### src/rtl/core/rpg_pkg.sv
// ----------------------------------------------------------------------------
// rpg_pkg
// shared types, constants and the speaker azimuth table
// ----------------------------------------------------------------------------
package rpg_pkg;

	localparam int MAX_CHANNELS_DEF = 16;
	localparam int RING_MAX_DEF     = 16;
	localparam int CH_ALL           = 16;
	localparam int AZ_W             = 13;
	localparam int GAIN_W           = 16;
	localparam int FULL_TURN        = 5760;
	localparam int UNITY            = 32768;
	localparam int QUO_BITS         = 16;
	localparam int STEP_BITS        = 2;
	localparam int DIV_STAGES       = QUO_BITS / STEP_BITS;
	localparam int MID_DEPTH        = 4;
	localparam int OUT_DEPTH        = 32;

	localparam logic CFG_COUNT  = 1'b0;
	localparam logic CFG_LAYOUT = 1'b1;

	typedef enum logic [1:0] {
		KIND_NONE = 2'd0,
		KIND_ONE  = 2'd1,
		KIND_PAIR = 2'd2
	} kind_t;

	typedef struct packed {
		kind_t           kind;
		logic [3:0]      first_ch;
		logic [3:0]      second_ch;
		logic [AZ_W-1:0] span;
		logic [AZ_W-1:0] into;
	} front_item_t;

	typedef struct packed {
		logic [3:0]        first_channel;
		logic [GAIN_W-1:0] first_gain;
		logic [3:0]        second_channel;
		logic [GAIN_W-1:0] second_gain;
		kind_t             pair_kind;
	} result_t;

	function automatic logic [AZ_W-1:0] az_lookup(input logic [3:0] code, input logic seven);
		logic [AZ_W-1:0] az;
		az = '0;
		case (code)
			4'd0: az = 13'd5280;
			4'd1: az = 13'd0;
			4'd2: az = 13'd480;
			4'd3: az = seven ? 13'd4320 : 13'd4000;
			4'd4: az = seven ? 13'd1440 : 13'd1760;
			4'd5: az = 13'd3600;
			4'd6: az = 13'd2160;
			4'd7: az = 13'd4800;
			4'd8: az = 13'd960;
			default: az = '0;
		endcase
		return az;
	endfunction

endpackage

### src/rtl/core/rpg_fifo.sv
// ----------------------------------------------------------------------------
// rpg_fifo
// small register-based first-in first-out queue
// ----------------------------------------------------------------------------
module rpg_fifo #(
	parameter int WIDTH = 8,
	parameter int DEPTH = 4
) (
	input  logic             clk,
	input  logic             arst_n,
	input  logic             push,
	input  logic [WIDTH-1:0] wdata,
	output logic             full,
	input  logic             pop,
	output logic [WIDTH-1:0] rdata,
	output logic             empty
);
	localparam int PW = (DEPTH > 1) ? $clog2(DEPTH) : 1;
	localparam int CW = $clog2(DEPTH + 1);

	logic [WIDTH-1:0] mem_q [DEPTH];
	logic [PW-1:0]    wr_ptr_q;
	logic [PW-1:0]    rd_ptr_q;
	logic [CW-1:0]    cnt_q;
	logic             do_push;
	logic             do_pop;

	assign full    = (cnt_q == CW'(DEPTH));
	assign empty   = (cnt_q == '0);
	assign do_push = push && !full;
	assign do_pop  = pop && !empty;
	assign rdata   = mem_q[rd_ptr_q];

	always_ff @(posedge clk) begin
		if (do_push) begin
			mem_q[wr_ptr_q] <= wdata;
		end
	end

	always_ff @(posedge clk or negedge arst_n) begin
		if (!arst_n) begin
			wr_ptr_q <= '0;
			rd_ptr_q <= '0;
			cnt_q    <= '0;
		end else begin
			if (do_push) begin
				wr_ptr_q <= (wr_ptr_q == PW'(DEPTH - 1)) ? '0 : wr_ptr_q + 1'b1;
			end
			if (do_pop) begin
				rd_ptr_q <= (rd_ptr_q == PW'(DEPTH - 1)) ? '0 : rd_ptr_q + 1'b1;
			end
			if (do_push && !do_pop) begin
				cnt_q <= cnt_q + 1'b1;
			end else if (do_pop && !do_push) begin
				cnt_q <= cnt_q - 1'b1;
			end
		end
	end
endmodule

### src/rtl/core/rpg_front.sv
// ----------------------------------------------------------------------------
// rpg_front
// angle reduction and placement of the angle on the speaker ring
// ----------------------------------------------------------------------------
module rpg_front #(
	parameter int MAX_CHANNELS = rpg_pkg::MAX_CHANNELS_DEF,
	parameter int RING_MAX     = rpg_pkg::RING_MAX_DEF
) (
	input  logic                  clk,
	input  logic                  arst_n,
	input  logic [4:0]            channel_count,
	input  logic [63:0]           speaker_layout,
	input  logic                  in_valid,
	input  logic signed [15:0]    pan_angle,
	output logic                  out_valid,
	output rpg_pkg::front_item_t  out_item
);
	import rpg_pkg::*;

	logic [4:0]        n_lim;
	logic [3:0]        code_w [CH_ALL];
	logic              seven;
	logic [CH_ALL-1:0] cand;
	logic [CH_ALL-1:0] ring_nxt;
	logic [CH_ALL-1:0] lowm;
	logic [CH_ALL-1:0] ring_vld_q;
	logic [AZ_W-1:0]   az_q [CH_ALL];

	logic [17:0]       xs;
	logic              v_s1, v_s2, v_s3, v_s4, v_s5;
	logic [16:0]       x_s1, x_s2;
	logic [20:0]       qp;
	logic [3:0]        q_s2;
	logic [16:0]       qm;
	logic [16:0]       tdiff;
	logic [AZ_W-1:0]   t_s3, t_s4;

	logic [AZ_W:0]     mxb [CH_ALL];
	logic [AZ_W:0]     mxa [CH_ALL];
	logic [AZ_W:0]     mnb [CH_ALL];
	logic [AZ_W:0]     mna [CH_ALL];
	logic [CH_ALL-1:0] hit_m;
	logic [3:0]        hit_ch;
	logic [AZ_W-1:0]   a_s4, b_s4;
	logic              hit_s4, any_s4;
	logic [3:0]        hit_ch_s4;

	logic [3:0]        fch, sch;
	logic [AZ_W:0]     span_d, into_d;
	logic [AZ_W-1:0]   span_r, into_r;
	front_item_t       item;
	front_item_t       item_s5;

	// ring membership and azimuths from the layout
	assign n_lim = (channel_count > 5'(MAX_CHANNELS)) ? 5'(MAX_CHANNELS) : channel_count;

	always_comb begin
		seven    = 1'b0;
		cand     = '0;
		ring_nxt = '0;
		lowm     = '0;
		for (int c = 0; c < CH_ALL; c++) begin
			code_w[c] = speaker_layout[4*c +: 4];
			if (5'(c) < n_lim) begin
				if (code_w[c] >= 4'd5 && code_w[c] <= 4'd10) seven = 1'b1;
				if (code_w[c] <= 4'd8) cand[c] = 1'b1;
			end
		end
		for (int c = 0; c < CH_ALL; c++) begin
			lowm        = (CH_ALL'(1) << c) - CH_ALL'(1);
			ring_nxt[c] = cand[c] && ($countones(cand & lowm) < RING_MAX);
		end
	end

	always_ff @(posedge clk or negedge arst_n) begin
		if (!arst_n) begin
			ring_vld_q <= '0;
		end else begin
			ring_vld_q <= ring_nxt;
		end
	end

	always_ff @(posedge clk) begin
		for (int c = 0; c < CH_ALL; c++) begin
			az_q[c] <= az_lookup(code_w[c], seven);
		end
	end

	// modulo 5760 by reciprocal multiply
	assign xs    = {{2{pan_angle[15]}}, pan_angle} + 18'd34560;
	assign qp    = x_s1[16:7] * 11'd1457;
	assign qm    = q_s2 * 17'(FULL_TURN);
	assign tdiff = x_s2 - qm;

	// neighbor search by max and min trees
	always_comb begin
		for (int i = 0; i < CH_ALL; i++) begin
			mxb[i]   = {ring_vld_q[i] && (az_q[i] < t_s3), az_q[i]};
			mxa[i]   = {ring_vld_q[i], az_q[i]};
			mnb[i]   = {!(ring_vld_q[i] && (az_q[i] > t_s3)), az_q[i]};
			mna[i]   = {!ring_vld_q[i], az_q[i]};
			hit_m[i] = ring_vld_q[i] && (az_q[i] == t_s3);
		end
		for (int lv = 0; lv < 4; lv++) begin
			for (int i = 0; i < CH_ALL; i++) begin
				if (((i & ((2 << lv) - 1)) == 0) && (i + (1 << lv) < CH_ALL)) begin
					if (mxb[i + (1 << lv)] > mxb[i]) mxb[i] = mxb[i + (1 << lv)];
					if (mxa[i + (1 << lv)] > mxa[i]) mxa[i] = mxa[i + (1 << lv)];
					if (mnb[i + (1 << lv)] < mnb[i]) mnb[i] = mnb[i + (1 << lv)];
					if (mna[i + (1 << lv)] < mna[i]) mna[i] = mna[i + (1 << lv)];
				end
			end
		end
		hit_ch = '0;
		for (int i = CH_ALL - 1; i >= 0; i--) begin
			if (hit_m[i]) hit_ch = 4'(i);
		end
	end

	// pair channels and distances
	always_comb begin
		fch = '0;
		sch = '0;
		for (int i = CH_ALL - 1; i >= 0; i--) begin
			if (ring_vld_q[i] && az_q[i] == a_s4) fch = 4'(i);
			if (ring_vld_q[i] && az_q[i] == b_s4) sch = 4'(i);
		end
		span_d = {1'b0, b_s4} + 14'(FULL_TURN) - {1'b0, a_s4};
		into_d = {1'b0, t_s4} + 14'(FULL_TURN) - {1'b0, a_s4};
		if (span_d >= 14'(FULL_TURN)) span_d = span_d - 14'(FULL_TURN);
		if (into_d >= 14'(FULL_TURN)) into_d = into_d - 14'(FULL_TURN);
		span_r = (span_d == '0) ? AZ_W'(FULL_TURN) : span_d[AZ_W-1:0];
		into_r = (into_d == '0) ? AZ_W'(FULL_TURN) : into_d[AZ_W-1:0];
		if (into_r > span_r) into_r = span_r;

		item.kind      = KIND_NONE;
		item.first_ch  = '0;
		item.second_ch = '0;
		item.span      = AZ_W'(1);
		item.into      = '0;
		if (!any_s4) begin
			item.kind = KIND_NONE;
		end else if (hit_s4) begin
			item.kind     = KIND_ONE;
			item.first_ch = hit_ch_s4;
		end else if (a_s4 == b_s4) begin
			item.kind     = KIND_ONE;
			item.first_ch = fch;
		end else begin
			item.kind      = KIND_PAIR;
			item.first_ch  = fch;
			item.second_ch = sch;
			item.span      = span_r;
			item.into      = into_r;
		end
	end

	always_ff @(posedge clk or negedge arst_n) begin
		if (!arst_n) begin
			v_s1 <= 1'b0;
			v_s2 <= 1'b0;
			v_s3 <= 1'b0;
			v_s4 <= 1'b0;
			v_s5 <= 1'b0;
		end else begin
			v_s1 <= in_valid;
			v_s2 <= v_s1;
			v_s3 <= v_s2;
			v_s4 <= v_s3;
			v_s5 <= v_s4;
		end
	end

	always_ff @(posedge clk) begin
		x_s1      <= xs[16:0];
		x_s2      <= x_s1;
		q_s2      <= qp[19:16];
		t_s3      <= tdiff[AZ_W-1:0];
		t_s4      <= t_s3;
		a_s4      <= mxb[0][AZ_W] ? mxb[0][AZ_W-1:0] : mxa[0][AZ_W-1:0];
		b_s4      <= mnb[0][AZ_W] ? mna[0][AZ_W-1:0] : mnb[0][AZ_W-1:0];
		hit_s4    <= |hit_m;
		hit_ch_s4 <= hit_ch;
		any_s4    <= |ring_vld_q;
		item_s5   <= item;
	end

	assign out_valid = v_s5;
	assign out_item  = item_s5;
endmodule

### src/rtl/core/rpg_back.sv
// ----------------------------------------------------------------------------
// rpg_back
// pipelined gain divider, two quotient bits per stage
// ----------------------------------------------------------------------------
module rpg_back (
	input  logic                 clk,
	input  logic                 arst_n,
	input  logic                 in_valid,
	input  rpg_pkg::front_item_t in_item,
	output logic                 out_valid,
	output rpg_pkg::result_t     out_res
);
	import rpg_pkg::*;

	typedef struct packed {
		kind_t             kind;
		logic [3:0]        fch;
		logic [3:0]        sch;
		logic [AZ_W-1:0]   span;
		logic [AZ_W-1:0]   rem;
		logic [QUO_BITS-1:0] low;
		logic [QUO_BITS-1:0] quo;
	} div_t;

	function automatic div_t div_step(input div_t d);
		div_t        r;
		logic [AZ_W:0] r2;
		r = d;
		for (int j = 0; j < STEP_BITS; j++) begin
			r2    = {r.rem, r.low[QUO_BITS-1]};
			r.low = {r.low[QUO_BITS-2:0], 1'b0};
			if (r2 >= {1'b0, r.span}) begin
				r2    = r2 - {1'b0, r.span};
				r.quo = {r.quo[QUO_BITS-2:0], 1'b1};
			end else begin
				r.quo = {r.quo[QUO_BITS-2:0], 1'b0};
			end
			r.rem = r2[AZ_W-1:0];
		end
		return r;
	endfunction

	logic [27:0] num;
	div_t        d0;
	div_t        dv_s [DIV_STAGES+1];
	logic        vld_s [DIV_STAGES+1];
	div_t        fin;

	assign num = {in_item.into, 15'b0} + 28'(in_item.span >> 1);

	always_comb begin
		d0.kind = in_item.kind;
		d0.fch  = in_item.first_ch;
		d0.sch  = in_item.second_ch;
		d0.span = in_item.span;
		d0.rem  = AZ_W'(num[27:16]);
		d0.low  = num[15:0];
		d0.quo  = '0;
	end

	always_ff @(posedge clk or negedge arst_n) begin
		if (!arst_n) begin
			for (int k = 0; k <= DIV_STAGES; k++) vld_s[k] <= 1'b0;
		end else begin
			vld_s[0] <= in_valid;
			for (int k = 0; k < DIV_STAGES; k++) vld_s[k+1] <= vld_s[k];
		end
	end

	always_ff @(posedge clk) begin
		dv_s[0] <= d0;
		for (int k = 0; k < DIV_STAGES; k++) dv_s[k+1] <= div_step(dv_s[k]);
	end

	assign fin = dv_s[DIV_STAGES];

	always_comb begin
		out_res.pair_kind      = fin.kind;
		out_res.first_channel  = '0;
		out_res.first_gain     = '0;
		out_res.second_channel = '0;
		out_res.second_gain    = '0;
		unique case (fin.kind)
			KIND_ONE: begin
				out_res.first_channel = fin.fch;
				out_res.first_gain    = GAIN_W'(UNITY);
			end
			KIND_PAIR: begin
				out_res.first_channel  = fin.fch;
				out_res.first_gain     = GAIN_W'(UNITY) - fin.quo;
				out_res.second_channel = fin.sch;
				out_res.second_gain    = fin.quo;
			end
			default: begin
				out_res.pair_kind = KIND_NONE;
			end
		endcase
	end

	assign out_valid = vld_s[DIV_STAGES];
endmodule

### src/rtl/core/ring_pan_gain_calculator_top.sv
// ----------------------------------------------------------------------------
// ring_pan_gain_calculator_top
// pairwise linear panning of one angle onto the configured speaker ring
// ----------------------------------------------------------------------------
// channel   direction  handshake            payload
// input     in         push / full          pan_angle
// result    out        pop / empty          first_channel first_gain second_channel
//                                           second_gain pair_kind
// config    in         cfg_valid/cfg_ready  cfg_index cfg_data
//
// one item per cycle while full is low; from push to result on the queue head an item
// passes five front stages, the middle queue and nine divider stages.
// the result queue holds 32 items; full rises when 32 items are in flight or
// waiting or the middle queue is full, so results are never dropped while pop is low.
// reset clears both registers, all valid bits and both queues.
// ----------------------------------------------------------------------------
module ring_pan_gain_calculator_top #(
	parameter int MAX_CHANNELS = rpg_pkg::MAX_CHANNELS_DEF,
	parameter int RING_MAX     = rpg_pkg::RING_MAX_DEF
) (
	input  logic               clk,
	input  logic               arst_n,
	input  logic               push,
	output logic               full,
	input  logic signed [15:0] pan_angle,
	output logic               empty,
	input  logic               pop,
	output logic [3:0]         first_channel,
	output logic [15:0]        first_gain,
	output logic [3:0]         second_channel,
	output logic [15:0]        second_gain,
	output logic [1:0]         pair_kind,
	input  logic               cfg_valid,
	output logic               cfg_ready,
	input  logic               cfg_index,
	input  logic [63:0]        cfg_data
);
	import rpg_pkg::*;

	localparam int CW = $clog2(OUT_DEPTH + 1);

	logic [4:0]  channel_count_q;
	logic [63:0] speaker_layout_q;
	logic [CW-1:0] cnt_q;
	logic        in_acc, out_acc;

	logic        f_valid;
	front_item_t f_item;
	logic [$bits(front_item_t)-1:0] mid_rdata;
	logic        mid_full, mid_empty;
	logic        mid_pop;
	logic        b_valid;
	result_t     b_res;
	logic [$bits(result_t)-1:0] out_rdata;
	logic        out_full;
	result_t     head;

	assign cfg_ready = 1'b1;
	assign full      = (cnt_q == CW'(OUT_DEPTH)) || mid_full;
	assign in_acc    = push && !full;
	assign out_acc   = pop && !empty;
	assign mid_pop   = !mid_empty && !out_full;

	always_ff @(posedge clk or negedge arst_n) begin
		if (!arst_n) begin
			channel_count_q  <= '0;
			speaker_layout_q <= '0;
		end else if (cfg_valid) begin
			unique case (cfg_index)
				CFG_COUNT:  channel_count_q  <= cfg_data[4:0];
				CFG_LAYOUT: speaker_layout_q <= cfg_data;
			endcase
		end
	end

	always_ff @(posedge clk or negedge arst_n) begin
		if (!arst_n) begin
			cnt_q <= '0;
		end else if (in_acc && !out_acc) begin
			cnt_q <= cnt_q + 1'b1;
		end else if (out_acc && !in_acc) begin
			cnt_q <= cnt_q - 1'b1;
		end
	end

	rpg_front #(
		.MAX_CHANNELS(MAX_CHANNELS),
		.RING_MAX(RING_MAX)
	) u_front (
		.clk(clk),
		.arst_n(arst_n),
		.channel_count(channel_count_q),
		.speaker_layout(speaker_layout_q),
		.in_valid(in_acc),
		.pan_angle(pan_angle),
		.out_valid(f_valid),
		.out_item(f_item)
	);

	rpg_fifo #(
		.WIDTH($bits(front_item_t)),
		.DEPTH(MID_DEPTH)
	) u_mid (
		.clk(clk),
		.arst_n(arst_n),
		.push(f_valid),
		.wdata(f_item),
		.full(mid_full),
		.pop(mid_pop),
		.rdata(mid_rdata),
		.empty(mid_empty)
	);

	rpg_back u_back (
		.clk(clk),
		.arst_n(arst_n),
		.in_valid(mid_pop),
		.in_item(front_item_t'(mid_rdata)),
		.out_valid(b_valid),
		.out_res(b_res)
	);

	rpg_fifo #(
		.WIDTH($bits(result_t)),
		.DEPTH(OUT_DEPTH)
	) u_out (
		.clk(clk),
		.arst_n(arst_n),
		.push(b_valid),
		.wdata(b_res),
		.full(out_full),
		.pop(pop),
		.rdata(out_rdata),
		.empty(empty)
	);

	assign head           = result_t'(out_rdata);
	assign first_channel  = head.first_channel;
	assign first_gain     = head.first_gain;
	assign second_channel = head.second_channel;
	assign second_gain    = head.second_gain;
	assign pair_kind      = head.pair_kind;
endmodule

### config.mk
export PLATFORM = sky130hd
export DESIGN_NAME = ring_pan_gain_calculator_top
export DESIGN_NICKNAME = d
export VERILOG_FILES = /design/src/rtl/core/rpg_pkg.sv /design/src/rtl/core/rpg_fifo.sv /design/src/rtl/core/rpg_front.sv /design/src/rtl/core/rpg_back.sv /design/src/rtl/core/ring_pan_gain_calculator_top.sv
export SDC_FILE = /design/constraint.sdc
export NUM_CORES = 2
export LEC_CHECK = 0
export BUFFER_PORTS_ARGS = -buffer_cell sky130_fd_sc_hd__buf_2
export CAP_MARGIN = 20
export CORE_AREA = 2 2 641 643
export DETAILED_ROUTE_END_ITERATION = 16
export DIE_AREA = 0 0 643 645
export PLACE_DENSITY_LB_ADDON = 0.08
export SYNTH_ARGS = -nofsm -noshare
export SYNTH_HDL_FRONTEND = slang
export SYNTH_HIERARCHICAL = 1
export SYNTH_SLANG_ARGS = --single-unit
### constraint.sdc
create_clock -name clk -period 27 [get_ports clk]
set_clock_uncertainty 0.2 [all_clocks]
set_input_delay 1.35 -clock clk [delete_from_list [all_inputs] [get_ports clk]]
set_output_delay 1.35 -clock clk [all_outputs]
set_load 0.02 [all_outputs]
==> Word level (Yosys, flattened, before mapping) <==
Memories as Yosys holds them, arrays and structs flattened.
Cells that the tools add are included.
{ "op_classes": {"add_sub_neg": 64, "n_mul": 2, "magnitude_cmp": 191, "n_eq_ne": 170, "n_mux": 247, "bitwise_logic": 2, "reduce_logical": 203} }
{ "op_table": {"columns": ["cell", "n"], "rows": [
  ["13-bit one-hot mux with 8 select lines", 16],
  ["14-bit 2-to-1 mux", 60],
  ["13-bit equality test", 49],
  ["32-bit adder", 14],
  ["32-bit by 6-bit < comparator with 1-bit output (second input constant)", 14],
  ["14-bit > comparator", 30],
  ["14-bit < comparator", 30],
  ["13-bit 2-to-1 mux", 24],
  ["4-bit by 3-bit equality test with 1-bit output (second input constant)", 64],
  ["32-bit by 1-bit adder with 32-bit output", 7],
  ["14-bit by 13-bit >= comparator with 1-bit output", 16],
  ["13-bit > comparator", 17],
  ["13-bit subtractor", 17],
  ["13-bit < comparator", 16],
  ["4-bit by 2-bit equality test with 1-bit output (second input constant)", 32],
  ["4-bit <= comparator (second input constant)", 32],
  ["4-bit 2-to-1 mux", 32],
  ["1-bit logical AND", 123],
  ["1-bit 2-to-1 mux", 86],
  ["4-bit equality test (second input constant)", 16],
  ["4-bit by 3-bit >= comparator with 1-bit output (second input constant)", 16],
  ["4-bit zero test", 16],
  ["1-bit zero test", 42],
  ["4-bit by 5-bit < comparator with 1-bit output (first input constant)", 8],
  ["48 further kinds", 102]
]} }
{ "word_totals": {"ff_bits": 256, "ram_bits": 2308, "input_bits": 86, "mem_count": 4} }
{ "mem_list": {"columns": ["memory", "depth", "width", "read_ports", "rd_ports_with_merged_regs", "wr", "line_no", "source"], "rows": [
  ["u_out.mem_q", 32, 42, 1, 0, 1, "rpg_fifo.sv:21", "logic [WIDTH-1:0] mem_q [DEPTH];"],
  ["u_back.dv_s", 9, 68, 9, 0, 9, "rpg_back.sv:45", "div_t dv_s [DIV_STAGES+1];"],
  ["u_front.az_q", 16, 13, 16, 0, 16, "rpg_front.sv:27", "logic [AZ_W-1:0] az_q [CH_ALL];"],
  ["u_mid.mem_q", 4, 36, 1, 0, 1, "rpg_fifo.sv:21", null]
]} }

==> Depth between registers and ports, before layout <==
{ "logic_depth": {"ltp_word": 36, "depth_mapped": 50} }

==> By module <==
Netlist, hierarchy kept.
{ "modules_own_cells": {"columns": ["mod", "n_inst", "cells_each", "area_each_um2", "seq_area_each_um2"], "rows": [
  ["rpg_fifo (u_out)", 1, 2349, 51760.9, 40759.1],
  ["rpg_front", 1, 4836, 37935.1, 5750.5],
  ["rpg_back", 1, 2016, 19394.9, 7632.3],
  ["rpg_fifo (u_mid)", 1, 225, 5636.7, 4499.3],
  ["ring_pan_gain_calculator_top", 1, 197, 3045.4, 1876.8]
]} }

==> Worst setup path after synthesis <==
No wires, ideal clock.
{ "synth_path": {"path_type": "flip-flop to flip-flop", "from": "register u_front.t_s3[10]", "to": "register u_front.a_s4[10]", "setup_ns": 0.121, "t_arrival_ns": 9.339, "required_ns": 26.679, "setup_slack_ns": 17.340, "path_stages_with_launch": 45, "n_path_buf": 3, "period_less_slack_ns": 9.660, "path_cell_list": "dfxtp_1 inv_1 ha_1 a21o_1 a21o_1 a221oi_1 o21ai_0 or2_2 ha_1 nand2_1 or4_4 a211oi_4 clkbuf_1 nor2_1 a21oi_1 inv_1 ha_1 nand3_1 [9 not listed] a21o_1 a21o_1 a21oi_1 nand2_1 or3_1 a21oi_1 nor3_1 mux2i_1 buf_6 mux2i_1 ha_1 a21o_1 a21o_1 a21oi_1 o211ai_1 nand2_1 mux2i_4 mux2_2"} }
{ "synth_between": {"elab_chain_len": 11, "word_cells_on_any_way": 63} }
{ "synth_lines": {"columns": ["element", "line_no", "source"], "rows": [
  ["start, declared", "rpg_front.sv:36", "logic [AZ_W-1:0] t_s3, t_s4;"],
  ["start signal, assigned", "rpg_front.sv:178", "t_s3 <= tdiff[AZ_W-1:0];"],
  ["13-bit < comparator", "rpg_front.sv:98", "mxb[i] = {ring_vld_q[i] && (az_q[i] < t_s3), az_q[i]};"],
  ["1-bit logical AND", "rpg_front.sv:98", null],
  ["14-bit > comparator", "rpg_front.sv:107", "if (mxb[i + (1 << lv)] > mxb[i]) mxb[i] = mxb[i + (1 << lv)];"],
  ["14-bit 2-to-1 mux", "rpg_front.sv:107", null],
  ["14-bit > comparator", "rpg_front.sv:107", null],
  ["14-bit 2-to-1 mux", "rpg_front.sv:107", null],
  ["14-bit > comparator", "rpg_front.sv:107", null],
  ["14-bit 2-to-1 mux", "rpg_front.sv:107", null],
  ["14-bit > comparator", "rpg_front.sv:107", null],
  ["14-bit 2-to-1 mux (*)", "rpg_front.sv:107", null],
  ["13-bit 2-to-1 mux (*)", "rpg_front.sv:180", "a_s4 <= mxb[0][AZ_W] ? mxb[0][AZ_W-1:0] : mxa[0][AZ_W-1:0];"],
  ["end signal, assigned", "rpg_front.sv:180", null],
  ["end, declared", "rpg_front.sv:44", "logic [AZ_W-1:0] a_s4, b_s4;"]
]} }
Mark *: on every way between the ends. The rest lies on a longest branch, timed or not.
A chain may end at the register's enable or synchronous reset.

==> results.toml <==
[yosys]
avgSynthCellArea_sq_um = 12.24
ys_seq_area_share_pct = 51.39
yosysMostFrequentCell = "edfxtp_1"
netlist.top_cell.by_area = "edfxtp_1"
synth_area_leaders = "edfxtp_1 (38%), dfxtp_1 (11%), ha_1 (9.4%), mux4_2 (5.5%), mux2i_1 (4.1%)"
synth_edf_count = 1488
ys_types = 113
synth-seq-cells = 2247
synthArstFlopShare_pct = 5.696
synthFlopType = "edfxtp_1"
yosys-top-cells-count = "edfxtp_1 (1,488), ha_1 (888), a21oi_1 (735), inv_1 (653), dfxtp_1 (631)"
synthesis.area_sq_um = 117800
yosys_warnings = 6
yosysTopAreaCellShare_pct = 37.94
synthCells = 9623

[global_route]
grt_pass1_vias = 80470
grtUsageTotal_pct = 18.35
grt_pass1_wl_um = 564400
antenna_found_initial = 10
gr-total-overflow = 0
grt_start_max_net_pins = 79

[sta]
tightestPinTransition_ps = 1113
rsz0062_at_grt = "no"
setup_violations = 0
period_share_pct = 42.84
clock.fmax_mhz = 86.45
min_period_ps = 11570
hold_viol = 0
max_slew_margin_pct = 25.81
slew_violations = 0
setup_tns_ps = 0

[worst_setup_path]
crit_path_start_kind = "register"
ff2ff_setup_slack_ps = 15430
rr_endpoint = "u_front/a_s4[9]"
path_class = "register to register"
crit_slowest_cell = "a211oi_4"
r2r_start = "u_front/az_q[0][30]"
cpPeakStageDelay_ps = 750
worstPathRequired_ps = 27530
cp-end-kind = "register"
path_max_fanout = 18
reg2reg_depth = 41
cp.arrival_ps = 12100

[job]
maxCapViolCount = 0

[placement]
dp_hpwl_um = 264500
gp_congestion = 0.8792
port_buffers = 129

[run_status]
status = "completed"

[layout]
syn_to_final_growth_pct = 14.52
fin_nets = 10870
drive_gt1_share_pct = 15.00

[detailed_routing]
dr.pass1.iters = 5
routed_via_density = 5.043
avgRoutedWirePerCell_um = 25.12
drc = 0
wirelength_um = 390000
first_iter_violations = 5196
vias = 78300
ant_nets = 0

[cts]
numCtsBuffers = 281
post_cts_buffers = 0
cts_resized = 0
cts.sinks = 2247
tritoncts = "done"
ctsHoldBuffers = 0
cts-root-buf = "clkbuf_16"
clock_latency_ps = 910
clk_pin_slew_ps = 60
cts_buffer_depth = 4
htreeDepth = 5

[floorplan]
die_w_um = 643
pin_count = 131
rows = 235
die-area_sq_um = 414700
dieHeight_um = 645
start_util_pct = 28.86
core_sq_um = 408100

[hold_path]
worstHoldStart = "u_back/dv_s[0][371]"
holdPathStages = 0
hold_end = "u_back/dv_s[0][437]"
min_path_type = "register to register"
critical path, delay by kind of cell (launching register included):
family / cells / cell delay (ps)
AO/OA/AOI/OAI: 17 / 4210
AND/OR/NAND/NOR: 12 / 2490
multiplexers: 5 / 1820
adder cells (fa/ha/maj): 5 / 1720
flip-flops: 1 / 670
buffers and inverters: 2 / 310
layer usage:
layer | GRT usage (%) | vias to the layer above | wire length [um]
met4 | 5.971 | 2 | 13250
li1 | - | 36430 | -
met1 | 24.43 | 39650 | 177100
met2 | 31.14 | 1675 | 186100
met5 | 0 | - | 9
met3 | 1.943 | 536 | 13490
flip-flops by register name (all words and copies together) (netlist names), 5 cells and up:
signal / count
u_front/out_item: 33
u_out/wr_ptr_q: 5
cnt_q: 6
u_front/t_s3: 13
u_back/vld_s: 8
speaker_layout_q: 64
u_out/mem_q: 1344
u_front/x_s1: 17
u_front/az_q: 144
u_back/dv_s: 370
u_front/b_s4: 9
u_mid/mem_q: 144
u_front/t_s4: 13
u_out/rd_ptr_q: 5
channel_count_q: 5
u_out/cnt_q: 6
u_front/ring_vld_q: 16
u_front/a_s4: 9
u_front/x_s2: 13
layout by cell type (no fill, tap or decap), drive strengths merged, types with 40 or more instances in the layout:
cell type / synthesis / layout
or2: 40 / 40
nor2: 596 / 596
nor3: 106 / 106
a31oi: 52 / 52
clkbuf: 290 / 373
xnor2: 301 / 301
inv: 655 / 676
nand2: 369 / 369
o221ai: 93 / 93
o21a: 78 / 78
buf: 147 / 371
a21oi: 740 / 740
clkinv: 2 / 96
mux2: 311 / 311
dfxtp: 631 / 631
a22oi: 147 / 147
a211oi: 53 / 53
mux4: 289 / 289
dfrtp: 128 / 128
a21o: 216 / 216
and2: 51 / 51
nand3: 108 / 108
nand2b: 70 / 70
o21ai: 291 / 291
xor2: 218 / 218
ha: 888 / 888
mux2i: 489 / 489
edfxtp: 1488 / 1488
nor2b: 83 / 83
nor4: 63 / 63
nand4: 175 / 175
fa: 50 / 50
stage by stage:
step                setup slack (ps)  instance area [sq um]  util [%]  hold slack [ps]  instances
floorplan                      17340                 117800         -            109.6       9625
global placement               15180                 125300     30.70            110.3      14980
detailed placement             15330                 125400     30.72            112.1      14980
CTS                            15290                 134300     32.92            110.6      15490
global route                   14610                 134900     33.05            120.7      15520
finish                         15430                 134900     33.05            108.5      15520
final cells by class:
cell class | count | area (sq um)
fillers | 40620 | 273200
repair buffers | 373 | 2839
clock buffers | 371 | 7655
diodes | 5 | 12.51
clock inverters | 136 | 1330
well taps | 5451 | 6820
flip-flops and latches | 2247 | 60530
inverters | 657 | 2466
multi-input cells | 6284 | 53220
logic make-up (layout without fill, tap and decap cells):
family | count (synthesis) | after routing | synth area share, %
buffers and inverters | 1094 | 1537 | 3.719
DFF | 2247 | 2247 | 51.39
muxes | 1089 | 1089 | 12.73
adders and majority gates | 939 | 939 | 10.29
and+or+nand+nor | 1797 | 1797 | 7.447
AOI/OAI and AO/OA | 1936 | 1936 | 10.56
other | 2 | 9 | 0.006377
xor gates and xnor gates | 519 | 519 | 3.860
how the worst max path moves through the flow:
| stage | from | end | slack [ps] | cells past startpoint |
|---|---|---|---|---|
| after floorplan | u_front/t_s3[10] | u_front/a_s4[10] | 17340 | 44 |
| after global placement | u_front/t_s3[10] | u_front/a_s4[9] | 15180 | 41 |
| after detailed placement | u_front/t_s3[10] | u_front/a_s4[11] | 15330 | 41 |
| after CTS | u_front/t_s3[10] | u_front/a_s4[11] | 15290 | 41 |
| after global routing | u_front/az_q[0][30] | u_front/a_s4[11] | 14610 | 41 |
| final | u_front/az_q[0][30] | u_front/a_s4[9] | 15430 | 41 |
Power is not shown: default switching activity piles up to over one toggle a cycle in this logic, so the estimate is an artifact.
